===== config.mk =====
export PLATFORM = sky130hd
export DESIGN_NAME = nearest_neighbor_touch_tracker_top
export DESIGN_NICKNAME = d
export VERILOG_FILES = /design/src/hdl/nntt_pkg.sv /design/src/hdl/nntt_sqr.sv /design/src/hdl/nntt_table.sv /design/src/hdl/nntt_ctrl.sv /design/src/hdl/nearest_neighbor_touch_tracker_top.sv
export SDC_FILE = /design/constraint.sdc
export NUM_CORES = 2
export LEC_CHECK = 0
export BUFFER_PORTS_ARGS = -buffer_cell sky130_fd_sc_hd__buf_2
export CAP_MARGIN = 25
export CORE_MARGIN = 2
export CORE_UTILIZATION = 57
export CTS_BUF_LIST = sky130_fd_sc_hd__clkbuf_4 sky130_fd_sc_hd__clkbuf_8 sky130_fd_sc_hd__clkbuf_16
export CTS_CLUSTER_SIZE = 12
export DETAILED_ROUTE_END_ITERATION = 10
export GPL_TIMING_DRIVEN = 0
export HOLD_SLACK_MARGIN = 0.12
export PLACE_DENSITY = 0.76
export SYNTH_ARGS = -nofsm -noshare
export SYNTH_HDL_FRONTEND = slang
export SYNTH_HIERARCHICAL = 1
export SYNTH_SLANG_ARGS = --single-unit
export TNS_END_PERCENT = 5

===== constraint.sdc =====
create_clock -name clk -period 10 [get_ports clk]
set_input_delay 0.5 -clock clk [delete_from_list [all_inputs] [get_ports clk]]
set_output_delay 0.5 -clock clk [all_outputs]
set_load 0.02 [all_outputs]

===== src/hdl/nntt_pkg.sv =====
// ----------------------------------------------------------------------------
// Touch tracker package
// Shared types, codes and default constants of the touch tracker.
// ----------------------------------------------------------------------------
package nntt_pkg;

	// Default table depth and coordinate width.
	localparam int MAX_TRACKS_DEF = 16;
	localparam int COORD_BITS_DEF = 16;

	// Reset value of the match radius, 27 pixels in sixteenths.
	localparam logic [15:0] RADIUS_RESET = 16'd432;

	// Width of the external coordinate and identifier fields.
	localparam int FIELD_BITS = 16;

	// Result codes.
	typedef enum logic [1:0] {
		EV_ADD    = 2'd0,
		EV_UPDATE = 2'd1,
		EV_REMOVE = 2'd2,
		EV_DROP   = 2'd3
	} event_kind_t;

	// Sequencer states.
	typedef enum logic [3:0] {
		ST_IDLE,
		ST_RAD,
		ST_SQX,
		ST_SQY,
		ST_FIN,
		ST_DECIDE,
		ST_BLOB,
		ST_END,
		ST_SCAN,
		ST_FLUSH
	} state_t;

	// Controls from the sequencer to the touch table.
	typedef struct packed {
		logic wr;
		logic set_seen;
		logic clr_seen;
		logic load_used;
	} tbl_ctl_t;

endpackage


===== src/hdl/nntt_sqr.sv =====
// ----------------------------------------------------------------------------
// Shared squaring unit
// Squares one operand per cycle; the product is registered.
// ----------------------------------------------------------------------------
module nntt_sqr #(
	parameter int OP_BITS = 16
) (
	input  logic                   clk,
	input  logic [OP_BITS-1:0]     op,
	output logic [2*OP_BITS-1:0]   sq
);

	logic [2*OP_BITS-1:0] sq_q;

	// One multiplication, registered before use.
	always_ff @(posedge clk) begin
		sq_q <= (2*OP_BITS)'(op) * (2*OP_BITS)'(op);
	end

	assign sq = sq_q;

endmodule


===== src/hdl/nntt_table.sv =====
// ----------------------------------------------------------------------------
// Touch table
// Position, identifier and touched mark of each tracked touch. Valid
// entries always form a prefix, so a fill count stands for the valid bits.
// ----------------------------------------------------------------------------
module nntt_table #(
	parameter int MAX_TRACKS = nntt_pkg::MAX_TRACKS_DEF,
	parameter int COORD_BITS = nntt_pkg::COORD_BITS_DEF,
	localparam int IW = (MAX_TRACKS > 1) ? $clog2(MAX_TRACKS) : 1,
	localparam int CW = $clog2(MAX_TRACKS + 1)
) (
	input  logic                        clk,
	input  logic                        arst_n,
	input  nntt_pkg::tbl_ctl_t          ctl,
	input  logic [IW-1:0]               rd_idx,
	output logic [COORD_BITS-1:0]       rd_x,
	output logic [COORD_BITS-1:0]       rd_y,
	output logic [nntt_pkg::FIELD_BITS-1:0] rd_id,
	output logic                        rd_seen,
	input  logic [IW-1:0]               wr_idx,
	input  logic [COORD_BITS-1:0]       wr_x,
	input  logic [COORD_BITS-1:0]       wr_y,
	input  logic [nntt_pkg::FIELD_BITS-1:0] wr_id,
	input  logic [CW-1:0]               used_val,
	output logic [CW-1:0]               used
);

	logic [COORD_BITS-1:0]           x_q  [MAX_TRACKS];
	logic [COORD_BITS-1:0]           y_q  [MAX_TRACKS];
	logic [nntt_pkg::FIELD_BITS-1:0] id_q [MAX_TRACKS];
	logic [MAX_TRACKS-1:0]           seen_q;
	logic [CW-1:0]                   used_q;

	// Entry payload, written at one address per cycle.
	always_ff @(posedge clk) begin
		if (ctl.wr) begin
			x_q[wr_idx]  <= wr_x;
			y_q[wr_idx]  <= wr_y;
			id_q[wr_idx] <= wr_id;
		end
	end

	// Touched marks and fill count.
	always_ff @(posedge clk or negedge arst_n) begin
		if (!arst_n) begin
			seen_q <= '0;
			used_q <= '0;
		end else begin
			if (ctl.clr_seen) begin
				seen_q <= '0;
			end else if (ctl.set_seen) begin
				seen_q[wr_idx] <= 1'b1;
			end
			if (ctl.load_used) begin
				used_q <= used_val;
			end
		end
	end

	// Single read port.
	assign rd_x    = x_q[rd_idx];
	assign rd_y    = y_q[rd_idx];
	assign rd_id   = id_q[rd_idx];
	assign rd_seen = seen_q[rd_idx];
	assign used    = used_q;

endmodule


===== src/hdl/nntt_ctrl.sv =====
// ----------------------------------------------------------------------------
// Touch tracker sequencer
// Steps one blob through the nearest-entry search, the table action and
// the end-of-frame removal pass, and queues the results.
// ----------------------------------------------------------------------------
module nntt_ctrl #(
	parameter int MAX_TRACKS = nntt_pkg::MAX_TRACKS_DEF,
	parameter int COORD_BITS = nntt_pkg::COORD_BITS_DEF,
	localparam int IW  = (MAX_TRACKS > 1) ? $clog2(MAX_TRACKS) : 1,
	localparam int CW  = $clog2(MAX_TRACKS + 1),
	localparam int SQW = (COORD_BITS > 16) ? COORD_BITS : 16,
	localparam int DW  = 2 * SQW + 1,
	localparam int FB  = nntt_pkg::FIELD_BITS
) (
	input  logic                  clk,
	input  logic                  arst_n,
	// Input stream
	input  logic                  s_tvalid,
	output logic                  s_tready,
	input  logic [31:0]           s_tdata,
	input  logic [0:0]            s_tuser,
	input  logic                  s_tlast,
	// Result stream
	output logic                  m_tvalid,
	input  logic                  m_tready,
	output logic [47:0]           m_tdata,
	output logic [1:0]            m_tuser,
	output logic                  m_tlast,
	// Match radius
	input  logic [15:0]           radius,
	// Squaring unit
	output logic [SQW-1:0]        sq_op,
	input  logic [2*SQW-1:0]      sq_res,
	// Touch table
	output nntt_pkg::tbl_ctl_t    tbl_ctl,
	output logic [IW-1:0]         rd_idx,
	input  logic [COORD_BITS-1:0] rd_x,
	input  logic [COORD_BITS-1:0] rd_y,
	input  logic [FB-1:0]         rd_id,
	input  logic                  rd_seen,
	output logic [IW-1:0]         wr_idx,
	output logic [COORD_BITS-1:0] wr_x,
	output logic [COORD_BITS-1:0] wr_y,
	output logic [FB-1:0]         wr_id,
	output logic [CW-1:0]         used_val,
	input  logic [CW-1:0]         used
);

	nntt_pkg::state_t state_q, state_d;

	logic [COORD_BITS-1:0] bx_q, by_q;
	logic                  last_q;
	logic                  in_frame_q, seed_q;
	logic [FB-1:0]         ctr_q;
	logic [IW-1:0]         i_q, best_q;
	logic [CW-1:0]         k_q;
	logic [DW-1:0]         bestd_q;
	logic [2*SQW-1:0]      acc_q, rad2_q;
	logic                  make_new_q;

	// Pending result and output register.
	logic                  pend_v_q;
	nntt_pkg::event_kind_t pend_kind_q;
	logic [FB-1:0]         pend_id_q, pend_x_q, pend_y_q;
	logic                  out_v_q, out_last_q;
	nntt_pkg::event_kind_t out_kind_q;
	logic [FB-1:0]         out_id_q, out_x_q, out_y_q;

	// Combinational helpers.
	logic                  accept, out_free, gen_ok, gen, flush;
	nntt_pkg::event_kind_t gen_kind;
	logic [FB-1:0]         gen_id, gen_x, gen_y;
	logic [COORD_BITS-1:0] in_x, in_y, dx, dy;
	logic [DW-1:0]         dsum;
	logic                  scan_end, seed_start;
	logic [FB-1:0]         new_id;
	logic [CW-1:0]         k_next;

	assign accept   = s_tvalid && s_tready;
	assign out_free = !out_v_q || m_tready;
	assign gen_ok   = !pend_v_q || out_free;

	assign in_x = COORD_BITS'(s_tdata[15:0]);
	assign in_y = COORD_BITS'(s_tdata[31:16]);
	assign dx   = (bx_q > rd_x) ? (bx_q - rd_x) : (rd_x - bx_q);
	assign dy   = (by_q > rd_y) ? (by_q - rd_y) : (rd_y - by_q);
	assign dsum = DW'(acc_q) + DW'(sq_res);

	assign scan_end   = (CW'(i_q) + CW'(1)) == used;
	assign seed_start = !in_frame_q && (used == '0);
	assign new_id     = seed_q ? ctr_q : ctr_q + FB'(1);
	assign k_next     = rd_seen ? k_q + CW'(1) : k_q;

	// State register.
	always_ff @(posedge clk or negedge arst_n) begin
		if (!arst_n) begin
			state_q <= nntt_pkg::ST_IDLE;
		end else begin
			state_q <= state_d;
		end
	end

	// Next state and controls.
	always_comb begin
		state_d  = state_q;
		s_tready = 1'b0;
		sq_op    = SQW'(dx);
		tbl_ctl  = '0;
		rd_idx   = i_q;
		wr_idx   = best_q;
		wr_x     = bx_q;
		wr_y     = by_q;
		wr_id    = rd_id;
		used_val = used;
		gen      = 1'b0;
		gen_kind = nntt_pkg::EV_ADD;
		gen_id   = rd_id;
		gen_x    = FB'(bx_q);
		gen_y    = FB'(by_q);
		flush    = 1'b0;
		unique case (state_q)
			nntt_pkg::ST_IDLE: begin
				s_tready = 1'b1;
				if (accept) begin
					if (s_tuser[0]) begin
						if ((in_frame_q ? seed_q : seed_start) || used == '0) begin
							state_d = nntt_pkg::ST_BLOB;
						end else begin
							state_d = nntt_pkg::ST_RAD;
						end
					end else if (s_tlast) begin
						state_d = nntt_pkg::ST_END;
					end
				end
			end
			nntt_pkg::ST_RAD: begin
				sq_op   = SQW'(radius);
				state_d = nntt_pkg::ST_SQX;
			end
			nntt_pkg::ST_SQX: begin
				sq_op   = SQW'(dx);
				state_d = nntt_pkg::ST_SQY;
			end
			nntt_pkg::ST_SQY: begin
				sq_op   = SQW'(dy);
				state_d = scan_end ? nntt_pkg::ST_FIN : nntt_pkg::ST_SQX;
			end
			nntt_pkg::ST_FIN: begin
				state_d = nntt_pkg::ST_DECIDE;
			end
			nntt_pkg::ST_DECIDE: begin
				state_d = nntt_pkg::ST_BLOB;
			end
			nntt_pkg::ST_BLOB: begin
				rd_idx = best_q;
				if (gen_ok) begin
					gen     = 1'b1;
					state_d = last_q ? nntt_pkg::ST_END : nntt_pkg::ST_FLUSH;
					if (!make_new_q) begin
						// Move the nearest touch to the blob.
						gen_kind         = nntt_pkg::EV_UPDATE;
						tbl_ctl.wr       = 1'b1;
						tbl_ctl.set_seen = 1'b1;
					end else if (used == CW'(MAX_TRACKS)) begin
						gen_kind = nntt_pkg::EV_DROP;
						gen_id   = '0;
					end else begin
						// Append a new touch at the end of the table.
						gen_kind          = nntt_pkg::EV_ADD;
						gen_id            = new_id;
						wr_idx            = IW'(used);
						wr_id             = new_id;
						used_val          = used + CW'(1);
						tbl_ctl.wr        = 1'b1;
						tbl_ctl.set_seen  = 1'b1;
						tbl_ctl.load_used = 1'b1;
					end
				end
			end
			nntt_pkg::ST_END: begin
				if (seed_q || used == '0) begin
					tbl_ctl.clr_seen = 1'b1;
					state_d          = nntt_pkg::ST_FLUSH;
				end else begin
					state_d = nntt_pkg::ST_SCAN;
				end
			end
			nntt_pkg::ST_SCAN: begin
				// Untouched entries leave; touched ones close up in order.
				wr_idx = IW'(k_q);
				wr_x   = rd_x;
				wr_y   = rd_y;
				wr_id  = rd_id;
				if (rd_seen || gen_ok) begin
					if (rd_seen) begin
						tbl_ctl.wr = 1'b1;
					end else begin
						gen      = 1'b1;
						gen_kind = nntt_pkg::EV_REMOVE;
						gen_x    = FB'(rd_x);
						gen_y    = FB'(rd_y);
					end
					if (scan_end) begin
						used_val          = k_next;
						tbl_ctl.load_used = 1'b1;
						tbl_ctl.clr_seen  = 1'b1;
						state_d           = nntt_pkg::ST_FLUSH;
					end
				end
			end
			nntt_pkg::ST_FLUSH: begin
				if (!pend_v_q) begin
					state_d = nntt_pkg::ST_IDLE;
				end else if (out_free) begin
					flush   = 1'b1;
					state_d = nntt_pkg::ST_IDLE;
				end
			end
			default: begin
				state_d = nntt_pkg::ST_IDLE;
			end
		endcase
	end

	// Frame state and id counter.
	always_ff @(posedge clk or negedge arst_n) begin
		if (!arst_n) begin
			in_frame_q <= 1'b0;
			seed_q     <= 1'b0;
			ctr_q      <= '0;
		end else begin
			if (accept && !in_frame_q) begin
				in_frame_q <= 1'b1;
				seed_q     <= seed_start;
				if (seed_start) begin
					ctr_q <= '0;
				end
			end
			if (tbl_ctl.load_used && state_q == nntt_pkg::ST_BLOB) begin
				ctr_q <= ctr_q + FB'(1);
			end
			if (tbl_ctl.clr_seen) begin
				in_frame_q <= 1'b0;
				seed_q     <= 1'b0;
			end
		end
	end

	// Search datapath.
	always_ff @(posedge clk) begin
		unique case (state_q)
			nntt_pkg::ST_IDLE: begin
				bx_q       <= in_x;
				by_q       <= in_y;
				last_q     <= s_tlast;
				make_new_q <= 1'b1;
				i_q        <= '0;
			end
			nntt_pkg::ST_SQX: begin
				// Product of the previous step: radius or last dy square.
				if (i_q == '0) begin
					rad2_q <= sq_res;
				end else if (i_q == IW'(1) || dsum < bestd_q) begin
					bestd_q <= dsum;
					best_q  <= i_q - IW'(1);
				end
			end
			nntt_pkg::ST_SQY: begin
				acc_q <= sq_res;
				if (!scan_end) begin
					i_q <= i_q + IW'(1);
				end
			end
			nntt_pkg::ST_FIN: begin
				if (i_q == '0 || dsum < bestd_q) begin
					bestd_q <= dsum;
					best_q  <= i_q;
				end
			end
			nntt_pkg::ST_DECIDE: begin
				make_new_q <= bestd_q > DW'(rad2_q);
			end
			nntt_pkg::ST_END: begin
				i_q <= '0;
				k_q <= '0;
			end
			nntt_pkg::ST_SCAN: begin
				if ((rd_seen || gen_ok) && !scan_end) begin
					i_q <= i_q + IW'(1);
				end
				if (rd_seen) begin
					k_q <= k_next;
				end
			end
			default: begin
			end
		endcase
	end

	// Result queue control: the last result is held back until it is known
	// whether more follow.
	always_ff @(posedge clk or negedge arst_n) begin
		if (!arst_n) begin
			pend_v_q <= 1'b0;
			out_v_q  <= 1'b0;
		end else begin
			if ((gen && pend_v_q) || flush) begin
				out_v_q <= 1'b1;
			end else if (m_tready) begin
				out_v_q <= 1'b0;
			end
			if (gen) begin
				pend_v_q <= 1'b1;
			end else if (flush) begin
				pend_v_q <= 1'b0;
			end
		end
	end

	// Result payload.
	always_ff @(posedge clk) begin
		if ((gen && pend_v_q) || flush) begin
			out_kind_q <= pend_kind_q;
			out_id_q   <= pend_id_q;
			out_x_q    <= pend_x_q;
			out_y_q    <= pend_y_q;
			out_last_q <= flush;
		end
		if (gen) begin
			pend_kind_q <= gen_kind;
			pend_id_q   <= gen_id;
			pend_x_q    <= gen_x;
			pend_y_q    <= gen_y;
		end
	end

	assign m_tvalid = out_v_q;
	assign m_tdata  = {out_y_q, out_x_q, out_id_q};
	assign m_tuser  = out_kind_q;
	assign m_tlast  = out_last_q;

endmodule


===== src/hdl/nearest_neighbor_touch_tracker_top.sv =====
// ----------------------------------------------------------------------------
// Nearest-neighbor touch tracker
// Tracks touch blobs from frame to frame and reports add, update, remove
// and drop events.
// ----------------------------------------------------------------------------
// The block takes one blob per transfer and is busy until that blob has been
// handled. A blob that is added to an empty or seeding table skips the search;
// a blob that is matched against a table of N touches is compared with each
// entry, and one shared squaring unit computes dx*dx and dy*dy of each entry
// in turn. The item that closes a tracking frame adds a removal pass that
// walks the table one entry per cycle, so long as the result stream does not
// stall; closing a seed frame skips the pass.
// Results leave one per transfer through an output register; a stalled result
// stream holds the blob step, or the pass at the entry that has to report.
module nearest_neighbor_touch_tracker_top #(
	parameter int MAX_TRACKS = nntt_pkg::MAX_TRACKS_DEF,
	parameter int COORD_BITS = nntt_pkg::COORD_BITS_DEF
) (
	input  logic        clk,
	input  logic        arst_n,
	// Input stream
	input  logic        s_tvalid,
	output logic        s_tready,
	input  logic [31:0] s_tdata,   // blob_x[15:0], blob_y[31:16]
	input  logic [0:0]  s_tuser,   // blob_present[0]
	input  logic        s_tlast,   // frame_last
	// Result stream
	output logic        m_tvalid,
	input  logic        m_tready,
	output logic [47:0] m_tdata,   // cursor_id[15:0], cursor_x[31:16], cursor_y[47:32]
	output logic [1:0]  m_tuser,   // event_kind[1:0]
	output logic        m_tlast,   // event_last
	// Match radius register
	input  logic        cfg_we,
	input  logic [15:0] cfg_wdata
);

	localparam int IW  = (MAX_TRACKS > 1) ? $clog2(MAX_TRACKS) : 1;
	localparam int CW  = $clog2(MAX_TRACKS + 1);
	localparam int SQW = (COORD_BITS > 16) ? COORD_BITS : 16;
	localparam int FB  = nntt_pkg::FIELD_BITS;

	logic [15:0]          radius_q;
	logic [SQW-1:0]       sq_op;
	logic [2*SQW-1:0]     sq_res;
	nntt_pkg::tbl_ctl_t   tbl_ctl;
	logic [IW-1:0]        rd_idx, wr_idx;
	logic [COORD_BITS-1:0] rd_x, rd_y, wr_x, wr_y;
	logic [FB-1:0]        rd_id, wr_id;
	logic                 rd_seen;
	logic [CW-1:0]        used_val, used;

	// Match radius register.
	always_ff @(posedge clk or negedge arst_n) begin
		if (!arst_n) begin
			radius_q <= nntt_pkg::RADIUS_RESET;
		end else if (cfg_we) begin
			radius_q <= cfg_wdata;
		end
	end

	nntt_sqr #(
		.OP_BITS (SQW)
	) u_sqr (
		.clk (clk),
		.op  (sq_op),
		.sq  (sq_res)
	);

	nntt_table #(
		.MAX_TRACKS (MAX_TRACKS),
		.COORD_BITS (COORD_BITS)
	) u_table (
		.clk      (clk),
		.arst_n   (arst_n),
		.ctl      (tbl_ctl),
		.rd_idx   (rd_idx),
		.rd_x     (rd_x),
		.rd_y     (rd_y),
		.rd_id    (rd_id),
		.rd_seen  (rd_seen),
		.wr_idx   (wr_idx),
		.wr_x     (wr_x),
		.wr_y     (wr_y),
		.wr_id    (wr_id),
		.used_val (used_val),
		.used     (used)
	);

	nntt_ctrl #(
		.MAX_TRACKS (MAX_TRACKS),
		.COORD_BITS (COORD_BITS)
	) u_ctrl (
		.clk      (clk),
		.arst_n   (arst_n),
		.s_tvalid (s_tvalid),
		.s_tready (s_tready),
		.s_tdata  (s_tdata),
		.s_tuser  (s_tuser),
		.s_tlast  (s_tlast),
		.m_tvalid (m_tvalid),
		.m_tready (m_tready),
		.m_tdata  (m_tdata),
		.m_tuser  (m_tuser),
		.m_tlast  (m_tlast),
		.radius   (radius_q),
		.sq_op    (sq_op),
		.sq_res   (sq_res),
		.tbl_ctl  (tbl_ctl),
		.rd_idx   (rd_idx),
		.rd_x     (rd_x),
		.rd_y     (rd_y),
		.rd_id    (rd_id),
		.rd_seen  (rd_seen),
		.wr_idx   (wr_idx),
		.wr_x     (wr_x),
		.wr_y     (wr_y),
		.wr_id    (wr_id),
		.used_val (used_val),
		.used     (used)
	);

endmodule


==> impl_metrics.csv <==
group,metric,value,unit
setup_path,slowest_stage,"fa_1",
cells_and_area,area_delta_synth_final,18.6,%
min_path,hp-class,"primary input to asynchronous set/reset pin",
setup_path,cp_slowest_stage_delay,0.58,ns
yosys,ys_ff_latch,1105,
global_routing,grt_pass1_vias,37700,
clock_tree,cts_root_buffer,"clkbuf_16",
floorplanning,start_util,57.7,%
setup_path,critical_path_required,10.62,ns
detailed_routing,drc_errors,0,
clock_tree,numClockSinks,1105,
detailed_routing,via_count,37100,
floorplanning,die_w,317,um
setup_path,crit_type,"flip-flop to flip-flop",
detailed_routing,wl_per_cell,27.0,um
clock_tree,clk_pin_slew,0.06,ns
clock_tree,cts.path.max_buffers,3,
sta,drv_slew,0,
sta,holdWs,0.204,ns
sta,setup_slack,-0.283,ns
sta,slew_headroom,23.7,%
yosys,syn-cell-area,55900,um2
yosys,synth_edf_count,1013,
place,gp_congestion,0.929,
floorplanning,num_rows,114,
run_status,status,"finished with violations",
clock_tree,h-tree-depth,3,
detailed_routing,ant_nets,0,
sta,post-route-min-period,10.28,ns
place,hpwl,100,mm
setup_path,timing.rr.end,"u_sqr/sq[30]$_DFF_P_",
global_routing,grt_pass1_wl,231,mm
floorplanning,fp.dieArea,101000,um2
sta,fin_skew,0.0417,ns
yosys,synthCells,3969,
cells_and_area,mostFrequentLayoutCells,"edfxtp_1, inv_1, nand2_1",
floorplanning,io_pins,108,
cells_and_area,final_nets,4941,
run_status,failed_checks,"negative setup slack",
flow_run,drv_cap,0,
yosys,ys_seq_area_share,58.2,%
global_routing,grt_max_degree,56,
cells_and_area,layout-drive-gt1-share,24.6,%
floorplanning,die_h,317,um
setup_path,rrSetupSlack,-0.28,ns
setup_path,timing.critical_path.mode_cell,"fa_1",
yosys,ys_warn_count,6,
sta,min_period_over_period,103,%
yosys,synth-async-reset-ratio,5.52,%
detailed_routing,vias_per_cell,6.40,
clock_tree,cts-buffers-inserted,112,
sta,max_freq,97.3,MHz
global_routing,grt-ovfl-total,0,
cells_and_area,final_common_cell,"edfxtp_1",
sta,finalSetupViolCount,12,
sta,rsz0062_at_grt,"yes",
setup_path,crit_arrival,10.91,ns
cells_and_area,fill_cells,6207,
detailed_routing,drtIter0Drc,4525,
yosys,synth.distinct_cells,100,
yosys,synth.avg_cell_area,14.1,um2
sta,tightest_slew,1.13,ns
setup_path,cp-end-kind,"flip-flop",
setup_path,rr_startpoint,"u_ctrl/state_q[0]$_DFFE_PN0P_",
global_routing,grt_usage,31.2,%
detailed_routing,drt_wl_total,157,mm
sta,hold_viol,0,
setup_path,crit_fanout,7,
clock_tree,cts_tree,"built",
yosys,synthesis.nets,4458,
place,portBuffers,106,
yosys,yosys_most_used_dff,"edfxtp_1",
setup_path,start_kind,"flip-flop",
clock_tree,clk-insertion-delay-late,0.72,ns
detailed_routing,firstDrtPassIters,6,
setup_path,r2r_cells,46,
global_routing,antenna_found_initial,4,
floorplanning,core_area,97000,um2
registers in the layout, indices dropped and copies added (netlist names), 5 cells and up:
register          cells
radius_q             16
u_ctrl/acc_q         32
u_ctrl/bestd_q       33
u_ctrl/bx_q          16
u_ctrl/by_q          16
u_ctrl/ctr_q         16
u_ctrl/k_q            5
u_ctrl/out_id_q      16
u_ctrl/out_x_q       16
u_ctrl/out_y_q       16
u_ctrl/pend_id_q     16
u_ctrl/pend_x_q      16
u_ctrl/pend_y_q      16
u_ctrl/rad2_q        32
u_sqr/sq             31
u_table/id_q        256
u_table/seen_q       16
u_table/used          5
u_table/x_q         256
u_table/y_q         256
metal layers:
layer	wire length, um	GRT usage [%]	vias up
met2	75800	50.7	2395
met5	17	0	-
li1	-	-	15600
met4	8550	15.8	4
met3	16100	7.15	545
met1	56200	39.8	18500
timing repair:
| item | CTS | global route |
|---|---|---|
| setup buffers | 106 | 17 |
| pin swaps | 93 | 53 |
| endpoints found under the hold margin | 108 | 0 |
| resized for setup | 430 | 73 |
| gates cloned | 5 | 0 |
| setup endpoints to repair | 26 | 21 |
| hold buffers | 58 | 0 |
cell families after synthesis:
family                   share of synthesized area, %
XOR/XNOR                                         1.80
adder cells (fa/ha/maj)                          11.9
flip-flops                                       58.2
other                                         0.00670
AND/OR/NAND/NOR                                  6.52
buffers and inverters                            4.19
AO/OA/AOI/OAI                                    8.39
multiplexers                                     8.92
synth_stat cells (9+ instances only):
cell / instances / area share [%]
buf_1: 9 / 0.060
mux2i_1: 23 / 0.41
inv_1: 415 / 2.8
fa_1: 167 / 6.0
a211oi_1: 18 / 0.24
clkbuf_1: 114 / 0.77
buf_6: 9 / 0.18
nand4_1: 30 / 0.34
a21oi_1: 141 / 1.3
a21o_1: 84 / 1.1
o21a_1: 18 / 0.24
or2_2: 15 / 0.17
nor3_1: 29 / 0.26
xor2_1: 37 / 0.58
o31ai_1: 20 / 0.27
and2_1: 42 / 0.47
edfxtp_1: 1013 / 54
nor4_1: 11 / 0.12
a31oi_1: 14 / 0.16
dfrtp_1: 57 / 2.6
nand3_1: 51 / 0.46
ha_1: 267 / 6.0
mux2_4: 11 / 0.30
o211ai_1: 16 / 0.21
nor2_1: 190 / 1.3
and3_1: 23 / 0.26
nand2_1: 315 / 2.1
mux4_2: 196 / 7.9
nand2b_1: 21 / 0.23
mux2_2: 16 / 0.32
or3_1: 9 / 0.10
buf_2: 15 / 0.13
o21ai_0: 161 / 1.4
buf_4: 16 / 0.21
xnor2_1: 75 / 1.2
o21bai_1: 11 / 0.15
a22oi_1: 109 / 1.5
nor2b_1: 28 / 0.31
dfxtp_1: 31 / 1.1
stage by stage:
step | cell area [um2] | instances | setup WS (ns) | util (%) | TNS (ns)
2_1_floorplan | 55900 | 3969 | 0.0287 | - | 0
3_3_place_gp | 58100 | 5351 | -3.20 | 59.9 | -429.71
3_5_place_dp | 59400 | 5442 | -2.95 | 61.2 | -61.83
4_1_cts | 65900 | 5777 | -0.0744 | 68.0 | -0.273
5_1_grt | 66300 | 5793 | -0.511 | 68.4 | -6.19
6_report | 66300 | 5796 | -0.283 | 68.4 | -2.06
cell type report:
class,instances,area (um2),area share [%]
diodes,3,7.51,0.0113
plain buffers,152,1360,2.05
clock buffers,148,3130,4.72
clock inverters,31,365,0.551
inverters,415,1560,2.36
multi-input cells,2285,22400,33.7
flip-flops and latches,1105,32600,49.1
well taps,1276,1600,2.41
repair buffers,381,3370,5.08
worst max-delay path: cells and delay by family (launching register included):
family | cells | cell delay, ns
muxes | 2 | 0.69
DFF | 1 | 0.42
and+or+nand+nor | 13 | 1.93
xor gates and xnor gates | 2 | 0.53
buffers and inverters | 16 | 2.06
AOI/OAI and AO/OA | 5 | 1.09
adders and majority gates | 8 | 3.43
worst max-delay path by stage:
| stage | from | end | cells past startpoint |
|---|---|---|---|
| after floorplan | u_ctrl/state_q[0]$_DFFE_PN0P_ | u_sqr/sq[24]$_DFF_P_ | 44 |
| after global placement | u_ctrl/state_q[3]$_DFFE_PN0P_ | u_sqr/sq[26]$_DFF_P_ | 42 |
| after detailed placement | u_ctrl/state_q[3]$_DFFE_PN0P_ | u_sqr/sq[28]$_DFF_P_ | 44 |
| after CTS | u_ctrl/state_q[3]$_DFFE_PN0P_ | u_sqr/sq[30]$_DFF_P_ | 44 |
| after global routing | u_ctrl/state_q[0]$_DFFE_PN0P_ | u_sqr/sq[24]$_DFF_P_ | 43 |
| final | u_ctrl/state_q[0]$_DFFE_PN0P_ | u_sqr/sq[30]$_DFF_P_ | 46 |
Power is not shown: default switching activity piles up to over one toggle a cycle in this logic, so the estimate is an artifact.
